`src/design/d2fx_pkg.sv`:
```
`default_nettype none
package d2fx_pkg;
   localparam int MaxTotalBits = 63;
   localparam int WBits = $clog2(MaxTotalBits + 1);

   typedef enum logic [2:0] {
      ST_OK       = 3'd0,
      ST_SAT_HIGH = 3'd1,
      ST_SAT_LOW  = 3'd2,
      ST_NEG_CLIP = 3'd3,
      ST_INVALID  = 3'd4
   } status_type;

   // Stage 1 to stage 2: decoded operand and shift amount.
   typedef struct packed {
      logic         valid;
      logic         invalid;
      logic         neg;
      logic         nonzero;
      logic         is_inf;
      logic         sgn_mode;
      logic [5:0]   w;
      logic [52:0]  mag;
      logic signed [12:0] es;
   } dec_type;

   // Stage 2 to stage 3: rounded magnitude.
   typedef struct packed {
      logic         valid;
      logic         invalid;
      logic         neg;
      logic         nonzero;
      logic         sgn_mode;
      logic [5:0]   w;
      logic         big;
      logic [63:0]  r;
   } rnd_type;
endpackage
`default_nettype wire

```
`src/design/d2fx_decode.sv`:
```
`default_nettype none
module d2fx_decode (
   input  wire logic              clock,
   input  wire logic              reset,
   input  wire logic              in_valid,
   input  wire logic [63:0]       value_bits,
   input  wire logic              signed_mode,
   input  wire logic signed [6:0] int_bits,
   input  wire logic signed [6:0] frac_bits,
   output d2fx_pkg::dec_type      dec_out
);
   d2fx_pkg::dec_type dec_ff, dec_in;
   logic signed [7:0] w_full;
   logic [10:0] ex;
   logic [51:0] man;

   always_comb begin
      w_full = 8'(int_bits) + 8'(frac_bits);
      ex = value_bits[62:52];
      man = value_bits[51:0];
      dec_in.valid = in_valid;
      dec_in.invalid = (w_full < 8'sd1) || (w_full > 8'(d2fx_pkg::MaxTotalBits)) ||
                       (ex == 11'h7FF && man != 52'd0);
      dec_in.neg = value_bits[63];
      dec_in.nonzero = (ex != 11'd0) || (man != 52'd0);
      dec_in.is_inf = (ex == 11'h7FF);
      dec_in.sgn_mode = signed_mode;
      dec_in.w = w_full[5:0];
      if (ex == 11'd0) begin
         dec_in.mag = {1'b0, man};
         dec_in.es = -13'sd1074 + 13'(frac_bits);
      end else begin
         dec_in.mag = {1'b1, man};
         dec_in.es = 13'($signed({2'b00, ex})) - 13'sd1075 + 13'(frac_bits);
      end
   end

   always_ff @(posedge clock) begin
      if (reset) begin
         dec_ff.valid <= 1'b0;
      end else begin
         dec_ff.valid <= dec_in.valid;
      end
      dec_ff.invalid <= dec_in.invalid;
      dec_ff.neg <= dec_in.neg;
      dec_ff.nonzero <= dec_in.nonzero;
      dec_ff.is_inf <= dec_in.is_inf;
      dec_ff.sgn_mode <= dec_in.sgn_mode;
      dec_ff.w <= dec_in.w;
      dec_ff.mag <= dec_in.mag;
      dec_ff.es <= dec_in.es;
   end

   assign dec_out = dec_ff;
endmodule
`default_nettype wire

```
`src/design/d2fx_round.sv`:
```
`default_nettype none
module d2fx_round (
   input  wire logic         clock,
   input  wire logic         reset,
   input  wire d2fx_pkg::dec_type dec_in,
   output d2fx_pkg::rnd_type rnd_out
);
   d2fx_pkg::rnd_type rnd_ff, rnd_in;
   logic [5:0]  sh;
   logic [63:0] mag64, q, rem, half, shl;
   logic        left_big;

   always_comb begin
      mag64 = {11'd0, dec_in.mag};
      sh = 6'd0;
      q = 64'd0;
      rem = 64'd0;
      half = 64'd0;
      shl = 64'd0;
      left_big = 1'b0;
      rnd_in.valid = dec_in.valid;
      rnd_in.invalid = dec_in.invalid;
      rnd_in.neg = dec_in.neg;
      rnd_in.nonzero = dec_in.nonzero;
      rnd_in.sgn_mode = dec_in.sgn_mode;
      rnd_in.w = dec_in.w;
      rnd_in.big = 1'b0;
      rnd_in.r = 64'd0;
      if (dec_in.is_inf) begin
         rnd_in.big = 1'b1;
      end else if (dec_in.mag == 53'd0) begin
         rnd_in.r = 64'd0;
      end else if (dec_in.es >= 13'sd0) begin
         if (dec_in.es > 13'sd63) begin
            rnd_in.big = 1'b1;
         end else begin
            sh = dec_in.es[5:0];
            shl = mag64 << sh;
            left_big = ((shl >> sh) != mag64);
            rnd_in.big = left_big;
            rnd_in.r = shl;
         end
      end else if (dec_in.es > -13'sd64) begin
         sh = 6'(-dec_in.es);
         q = mag64 >> sh;
         rem = mag64 & ((64'd1 << sh) - 64'd1);
         half = 64'd1 << (sh - 6'd1);
         rnd_in.r = q + 64'((rem > half) || (rem == half && q[0]));
      end
   end

   always_ff @(posedge clock) begin
      if (reset) begin
         rnd_ff.valid <= 1'b0;
      end else begin
         rnd_ff.valid <= rnd_in.valid;
      end
      rnd_ff.invalid <= rnd_in.invalid;
      rnd_ff.neg <= rnd_in.neg;
      rnd_ff.nonzero <= rnd_in.nonzero;
      rnd_ff.sgn_mode <= rnd_in.sgn_mode;
      rnd_ff.w <= rnd_in.w;
      rnd_ff.big <= rnd_in.big;
      rnd_ff.r <= rnd_in.r;
   end

   assign rnd_out = rnd_ff;
endmodule
`default_nettype wire

```
`src/design/d2fx_clamp.sv`:
```
`default_nettype none
module d2fx_clamp (
   input  wire logic         clock,
   input  wire logic         reset,
   input  wire d2fx_pkg::rnd_type rnd_in,
   output logic              out_valid,
   output logic [62:0]       out_fixed,
   output logic [2:0]        out_status
);
   logic        valid_ff;
   logic [62:0] fixed_ff, fixed_in;
   d2fx_pkg::status_type st_ff, st_in;
   logic [63:0] mask, lim, f;

   always_comb begin
      mask = (64'd1 << rnd_in.w) - 64'd1;
      lim = 64'd1 << (rnd_in.w - 6'd1);
      f = 64'd0;
      st_in = d2fx_pkg::ST_OK;
      if (rnd_in.invalid) begin
         st_in = d2fx_pkg::ST_INVALID;
      end else if (rnd_in.sgn_mode) begin
         if (rnd_in.neg) begin
            if (rnd_in.big || rnd_in.r > lim) begin
               f = (64'd0 - lim) & mask;
               st_in = d2fx_pkg::ST_SAT_LOW;
            end else begin
               f = (64'd0 - rnd_in.r) & mask;
            end
         end else if (rnd_in.big || rnd_in.r > lim - 64'd1) begin
            f = lim - 64'd1;
            st_in = d2fx_pkg::ST_SAT_HIGH;
         end else begin
            f = rnd_in.r;
         end
      end else if (rnd_in.neg && rnd_in.nonzero) begin
         st_in = d2fx_pkg::ST_NEG_CLIP;
      end else if (rnd_in.big || rnd_in.r > mask) begin
         f = mask;
         st_in = d2fx_pkg::ST_SAT_HIGH;
      end else begin
         f = rnd_in.r;
      end
      fixed_in = f[62:0] & mask[62:0];
   end

   always_ff @(posedge clock) begin
      if (reset) begin
         valid_ff <= 1'b0;
      end else begin
         valid_ff <= rnd_in.valid;
      end
      fixed_ff <= fixed_in;
      st_ff <= st_in;
   end

   assign out_valid = valid_ff;
   assign out_fixed = fixed_ff;
   assign out_status = st_ff;

   a_invalid_zero: assert property (@(posedge clock) disable iff (reset)
      (rnd_in.valid && rnd_in.invalid) |=> (out_fixed == 63'd0))
      else $error("invalid beat gave nonzero value");
   a_clip_zero: assert property (@(posedge clock) disable iff (reset)
      out_valid && out_status == d2fx_pkg::ST_NEG_CLIP |-> out_fixed == 63'd0)
      else $error("clipped beat gave nonzero value");
   a_valid_follow: assert property (@(posedge clock) disable iff (reset)
      rnd_in.valid |=> out_valid)
      else $error("beat lost in clamp stage");
endmodule
`default_nettype wire

```
`src/design/double_to_fixed_saturating.sv`:
```
`default_nettype none
// Converts an IEEE-754 double to a saturating fixed-point value, one beat per
// clock. busy is always low, so a beat may be started every cycle; each result
// passes the decode, round and clamp registers onto the rsp_ ports, marked by
// rsp_valid for one cycle. The three stages are decode, shift and round, and
// clamp. The receiver cannot stall the pipeline and must take every result.
module double_to_fixed_saturating (
   input  wire logic              clock,
   input  wire logic              reset,
   input  wire logic              start,
   output logic                   busy,
   input  wire logic [63:0]       req_value_bits,
   input  wire logic              req_signed_mode,
   input  wire logic signed [6:0] req_int_bits,
   input  wire logic signed [6:0] req_frac_bits,
   output logic                   rsp_valid,
   output logic [62:0]            rsp_fixed_value,
   output logic [2:0]             rsp_status
);
   d2fx_pkg::dec_type dec;
   d2fx_pkg::rnd_type rnd;

   assign busy = 1'b0;

   d2fx_decode u_decode (
      .clock(clock), .reset(reset), .in_valid(start && !busy),
      .value_bits(req_value_bits), .signed_mode(req_signed_mode),
      .int_bits(req_int_bits), .frac_bits(req_frac_bits), .dec_out(dec)
   );

   d2fx_round u_round (.clock(clock), .reset(reset), .dec_in(dec), .rnd_out(rnd));

   d2fx_clamp u_clamp (
      .clock(clock), .reset(reset), .rnd_in(rnd), .out_valid(rsp_valid),
      .out_fixed(rsp_fixed_value), .out_status(rsp_status)
   );
endmodule
`default_nettype wire

```
`config.mk`:
```
export PLATFORM = sky130hd
export DESIGN_NAME = double_to_fixed_saturating
export DESIGN_NICKNAME = d
export VERILOG_FILES = /design/src/design/d2fx_pkg.sv /design/src/design/d2fx_decode.sv /design/src/design/d2fx_round.sv /design/src/design/d2fx_clamp.sv /design/src/design/double_to_fixed_saturating.sv
export SDC_FILE = /design/constraint.sdc
export NUM_CORES = 2
export LEC_CHECK = 0
export ABC_AREA = 1
export BUFFER_PORTS_ARGS = -buffer_cell sky130_fd_sc_hd__buf_2
export CORE_ASPECT_RATIO = 1.5
export CORE_MARGIN = 8
export CORE_UTILIZATION = 30
export DETAILED_ROUTE_END_ITERATION = 10
export GPL_ROUTABILITY_DRIVEN = 0
export PLACE_DENSITY = 0.5
export REMOVE_ABC_BUFFERS = 1
export SLEW_MARGIN = 20
export SYNTH_ARGS = -nofsm -noshare
export SYNTH_HDL_FRONTEND = slang
export SYNTH_SLANG_ARGS = --single-unit
export TNS_END_PERCENT = 1
```
`constraint.sdc`:
```
create_clock -name clock -period 8.7 [get_ports clock]
set_input_delay 1.74 -clock clock [delete_from_list [all_inputs] [get_ports clock]]
set_output_delay 1.74 -clock clock [all_outputs]
set_load 0.1 [all_outputs]
```
# ---- Yosys cells after proc, flatten, opt, wreduce, memory -nomap -nowiden
# Index checks and enable logic that the tools add are counted.
dict set report word_totals {
  ff_bits 221
  in_bits 82
  wordCells 91
  out_inout_bits 68
}
dict set report op_classes {
  addsub 13
  magnitude_cmp 9
  muxes 20
  n_reduce_logical 15
  eq_ne 3
  bitwise_logic 4
  shifts 7
}
# op count
set op_table {}
lappend op_table {{two-way mux 63 bit} 7}
lappend op_table {{greater-than comparator 64 bit} 4}
lappend op_table {{<< shifter 1 x 6 -> 64 bit, first input constant} 4}
lappend op_table {{two-way mux 64 bit} 3}
lappend op_table {{subtractor 64 x 1 -> 64 bit, second input constant} 3}
lappend op_table {{bitwise AND 63 bit} 3}
lappend op_table {{subtractor 1 x 63 -> 63 bit, first input constant} 2}
lappend op_table {{two-way mux 66 bit} 1}
lappend op_table {{adder 64 x 1 -> 64 bit} 1}
lappend op_table {{bitwise AND 53 x 64 -> 64 bit} 1}
lappend op_table {{== test 64 bit} 1}
lappend op_table {{!= test 64 x 53 -> 1 bit} 1}
lappend op_table {{<< shifter 53 x 6 -> 64 bit} 1}
lappend op_table {{right shift 53 x 6 -> 64 bit} 1}
lappend op_table {{right shift 64 x 6 -> 64 bit} 1}
lappend op_table {{zero test 53 bit} 1}
lappend op_table {{nonzero test 52 bit} 1}
lappend op_table {{greater-than comparator 13 x 7 -> 1 bit, second input constant} 2}
lappend op_table {{adder 12 x 7 -> 13 bit} 1}
lappend op_table {{adder 12 x 7 -> 13 bit, first input constant} 1}
lappend op_table {{>= comparator 13 x 1 -> 1 bit, second input constant} 1}
lappend op_table {{subtractor 11 x 11 -> 12 bit, second input constant} 1}
lappend op_table {{subtractor 6 x 1 -> 6 bit, second input constant} 2}
lappend op_table {{== test 11 bit, second input constant} 1}
lappend op_table {{12 further kinds} 26}

# ---- Logic depth before layout (Yosys ltp)
dict set report depth {
  depth_word 10
  mapped_depth 58
  ltp_nobuf 53
}

# ---- Hierarchy
# From an unflattened synthesis, not the netlist that was laid out.
dict set report hier_totals {
  cells_unflattened 6752
  hier_area_um2 36856.6
}
# mod instances cells_per_inst seq_area_each_um2 area_each_um2
set modules_own_cells {}
lappend modules_own_cells {d2fx_round 1 3667 1521.5 18854.3}
lappend modules_own_cells {d2fx_clamp 1 2701 1341.3 14744.1}
lappend modules_own_cells {d2fx_decode 1 382 1561.5 3246.9}
lappend modules_own_cells {double_to_fixed_saturating 1 2 0.0 11.3}

# ---- Worst setup path before layout
# Ideal clock, no wire load.
dict set report synth_timing {
  path_type {reg2reg}
  startpoint {reg u_decode.dec_ff, in the netlist u_decode.dec_out[1]}
  endpoint {reg u_round.rnd_ff, in the netlist u_round.rnd_out[48]}
  synth_period_minus_slack_ns 7.814
  setup_time_ns 0.132
  path_slack_ns 0.886
  t_arrival_ns 7.682
  required_ns 8.568
  path_buffers 6
  stages_incl_launch_ff 50
  cell_sequence {dfxtp_1 -> inv_2 -> clkbuf_1 -> buf_2 -> buf_1 -> clkbuf_1 -> ha_1 -> ha_1 -> inv_1 -> buf_2 -> buf_1 -> nor3_1 -> inv_1 -> nor2_1 -> nor2_1 -> nand4_1 -> nor2_4 -> nand2_2 -> (+14 left out) -> a21oi_1 -> a21boi_0 -> o21ai_0 -> a21oi_1 -> a211oi_1 -> ha_1 -> ha_1 -> nand3_1 -> nor2_2 -> nand4_1 -> nor2_2 -> nand4_1 -> nor2_2 -> nand4_2 -> nor2_1 -> nand3_1 -> nand2_1 -> a21oi_1}
}
dict set report synth_between {
  elab_chain_len 10
  elab_cells_between_ends 19
  cone_classes {4 x add/sub; 4 x order compare; 1 x eq/ne; 4 x shift; 3 x mux; 1 x bitwise; 2 x reduce/logical}
}
# element line
set synth_rtl {}
lappend synth_rtl {{start: declaration} d2fx_decode.sv:12} ;# d2fx_pkg::dec_type dec_ff, dec_in;
lappend synth_rtl {{branches (longest 9 deep; another with subtractor 64 x 1 -> 64 bit)} -}
lappend synth_rtl {{two-way mux 64 bit (*)} d2fx_round.sv:33} ;# end else if (dec_in.es >= 13'sd0) begin
lappend synth_rtl {{end: declaration} d2fx_round.sv:8} ;# d2fx_pkg::rnd_type rnd_ff, rnd_in;
# Mark *: on every way between the ends.
# A chain may end at the register's enable or synchronous reset.

# ---- Worst setup path in the final report
dict set report layout_timing {
  startpoint {reg u_decode.dec_ff, in the netlist u_decode.dec_out[1]}
  endpoint {reg u_round.rnd_ff, in the netlist u_round.rnd_out[38]}
}
# The elaborated chain is that of the path after synthesis.

==> impl_results.md <==
- Most used DFF post-synth: dfxtp_1
- Area post-placement: 0.03756 mm^2
- Die Footprint: 0.1299 mm^2
- Routed Antenna Nets: 0
- Layout cell share with drive strength beyond 1: just over 7%
- Routed wl met2: about 90000 um
- Routed len/inst: between 20 and 30 um
- NetSw: 9120 uW
- Synth Register Bits: ~220
- Min-delay worst type: reg2reg
- CORE AREA: about 0.12 mm^2
- Final setup margin: 618.9 ps
- Final wirelength: between 200000 and 250000 um
- Vias in the first global route: 43810
- Area delta synth->final: 8.903%
- Mapped Cells: approximately 6400
- Largest area contributor in the netlist: nand2_1
- Yosys Warn Count: 0
- Leak: approximately 0.019 uW
- Final instance area: between 0.03 and 0.04 mm^2
- Setup WS pre-CTS: ~400 ps
- Gate power share: approximately four fifths
- Total GRT Usage: just under 30%
- FFs w/ async S/R, synth: 0%
- Critical path's most frequent cell: nand2_1
- Via-per-instance ratio: a little under 6
- Maximum VDD drop: 0.2060 mV
- DRC viols: 0
- Highest Clock Rate: about 120 MHz
- First-pass GRT wire length: 286200 um
- Clk_lat worst skew: 640 ps
- Hold_buf cts: 0
- Met3 WL: 18050 um
- Worst Tran Pin Value: 1207 ps
- HPWL after DPL: between 150000 and 200000 um
- CP max stage delay: slightly above 700 ps
- Wl on met1: slightly below 70000 um
- Cell-internal power: around 4800 uW
- Num rows: between 150 and 200
- Setup crit end kind: register
- Initial antenna violation count: 14
- Critical Path AT: about 8600 ps
- # IOs: 150
- DRT Pass-1 Iters: 7
- Largest net degree at the start of global routing: 84
- Synth area leaders: nand2_1, nand3_1, dfxtp_1
- DRC marker count from the first detailed-route iteration: 5857
- Clk Tree Root Cell: clkbuf_16
- Die X-Extent: between 200 and 300 um
- Tcrit/Tclk final: around 93%
- Post-synthesis cell type count: 74
- Die Ht: 437.5 um
- Commonest non-fill, non-tap cell in the layout: nand2_1
- Clock network power share: ~9%
- Final Skew: approximately 24 ps
- Sequential power share: slightly above 10%
- CP Class: reg2reg
- Post-synthesis sequential area ratio: 12.45%
- Switching Share: between 60% and 70%
- CTS tree: built
- Via count: ~47000
- Number of synthesized flops with an enable pin: 0
- Longest Clk Path Bufs: 3
- Synthesized area: approximately 0.036 mm^2
- Gr ovfl total: 0
- Final nets: a little under 7000
- CP required: approximately 9000 ps
- Status: complete, no violations
- Syn_area_per_cell: 5.548 um^2
- H-tree depth: 1
- Critical Path Start Type: register
- Power per Cell Area: about 360 mW/mm^2
- Slew Limit Fails: 0
- PortBufs: approximately 150
- Max Cap Viol: 0
- Endpoints failing hold: 0
- Top-area cell type share of the netlist area: 16.44%
- Clock slew at reported path FFs: 60 ps
- Initial Utilization: around 30%
- Most frequent cells in the layout: nand2_1, nand3_1, nor2_1
- Post-layout minimum cycle time: ~8100 ps
- Worst-path fanout max: 28
- Max layer used: met5
- Clock sink count: 221
- Final setup fails: 0
- Slowest-stage cell, CP: a21oi_1
- Relative slew slack: 18.66%
- Num CTS Buffers: 27
[cells in the mapped netlist, types with 7 or more instances]
master and count:
nand2_1 1556, nand3_1 1149, nor2_1 728, inv_1 613, a21oi_1 308, o21ai_0 290, ha_1 281, dfxtp_1 221
nand4_1 216, clkbuf_1 140, nor3_1 116, xor2_1 88, o211ai_1 81, buf_1 76, nor4_1 48, buf_2 46
o21ai_1 45, inv_2 34, a31oi_1 31, nor2_2 30, a211oi_1 28, or2_2 27, o21a_1 25, nand3b_1 17
buf_6 16, nor2_4 14, o2111ai_1 14, xnor2_1 14, nand2_2 13, buf_4 11, o21bai_1 11, o221ai_1 10
and2_1 8, nor3_2 8, o22ai_1 7
[power groups by stage]
stage	logic, uW	clock network, uW	registers [uW]
2_1_floorplan	6500	0	2130
3_3_place_gp	10700	0	1440
3_5_place_dp	10700	0	1440
4_1_cts	10800	1270	1420
5_1_grt	12100	1310	1450
6_report	11200	1240	1430
[repair_timing]
item                                    in CTS  in global routing
resized for setup                            0                 11
setup buffers                                0                 10
endpoints found under the setup margin       0                 36
[worst paths after layout]
kind                                            from             endpoint  slack, ps  depth (start not counted)
worst max-delay path             u_decode.dec_out[1]  u_round.rnd_out[38]        620                         45
worst max register to register   u_decode.dec_out[1]  u_round.rnd_out[38]        620                         45
worst min-delay path            u_decode.dec_out[68]  u_round.rnd_out[67]        330                          0
worst min register to register  u_decode.dec_out[68]  u_round.rnd_out[67]        330                          0
[cells by family (layout without fill, tap and decap cells)]
group | count (synthesis) | after routing | share of synthesized area [%]
and+or+nand+nor | 3963 | 3963 | 49.97
AOI/OAI and AO/OA | 882 | 884 | 14.17
DFF | 221 | 221 | 12.45
muxes | 3 | 3 | 0.08453
buffers and inverters | 947 | 940 | 10.70
other | 2 | 13 | 0.02114
adders and majority gates | 283 | 283 | 10.01
xor gates and xnor gates | 103 | 103 | 2.592
[critical path: cells and delay by family (launching register included)]
kind,cells,cell delay (ps)
simple gates,20,2520
buf+inv,9,1420
compound gates,12,2800
flops,1,350
fa+ha+maj,4,890
[state kept, by name, indices dropped and copies added (netlist names)]
name,cells
u_round.rnd_out,76
u_clamp.out_status,3
u_clamp.out_valid,1
u_decode.dec_out,78
u_clamp.out_fixed,63
[routing by layer]
metal / vias to the layer above / GRT usage, %
met5: - / 0
met2: 2899 / 47.60
met4: 8 / 30.06
met3: 942 / 6.117
li1: 21690 / -
met1: 20980 / 30.23
[final cells by class]
cell class                      instances  area, um^2
Multi-Input combinational cell       5239       27430
Fill cell                           13590       78850
Clock buffer                           36       782.0
Clock inverter                         14       158.9
Inverter                              657        2494
Tap cell                             1560        1952
Antenna cell                           10       25.02
Sequential cell                       221        4444
Timing Repair Buffer                  233        1404
[through the flow]
step / instances / total power, uW / util [%] / TNS, ps / hold WS, ps
5_1_grt: 7963 / 14810 / 32.90 / -28.29 / 329.5
3_3_place_gp: 7898 / 12140 / 31.95 / 0 / 311.3
3_5_place_dp: 7898 / 12180 / 31.95 / 0 / 313.5
6_report: 7970 / 13890 / 32.92 / 0 / 325.7
4_1_cts: 7948 / 13470 / 32.75 / 0 / 322.4
2_1_floorplan: 6115 / 8626 / - / -220360 / 309.6
No activity file was read; power rests on OpenSTA's default activity.
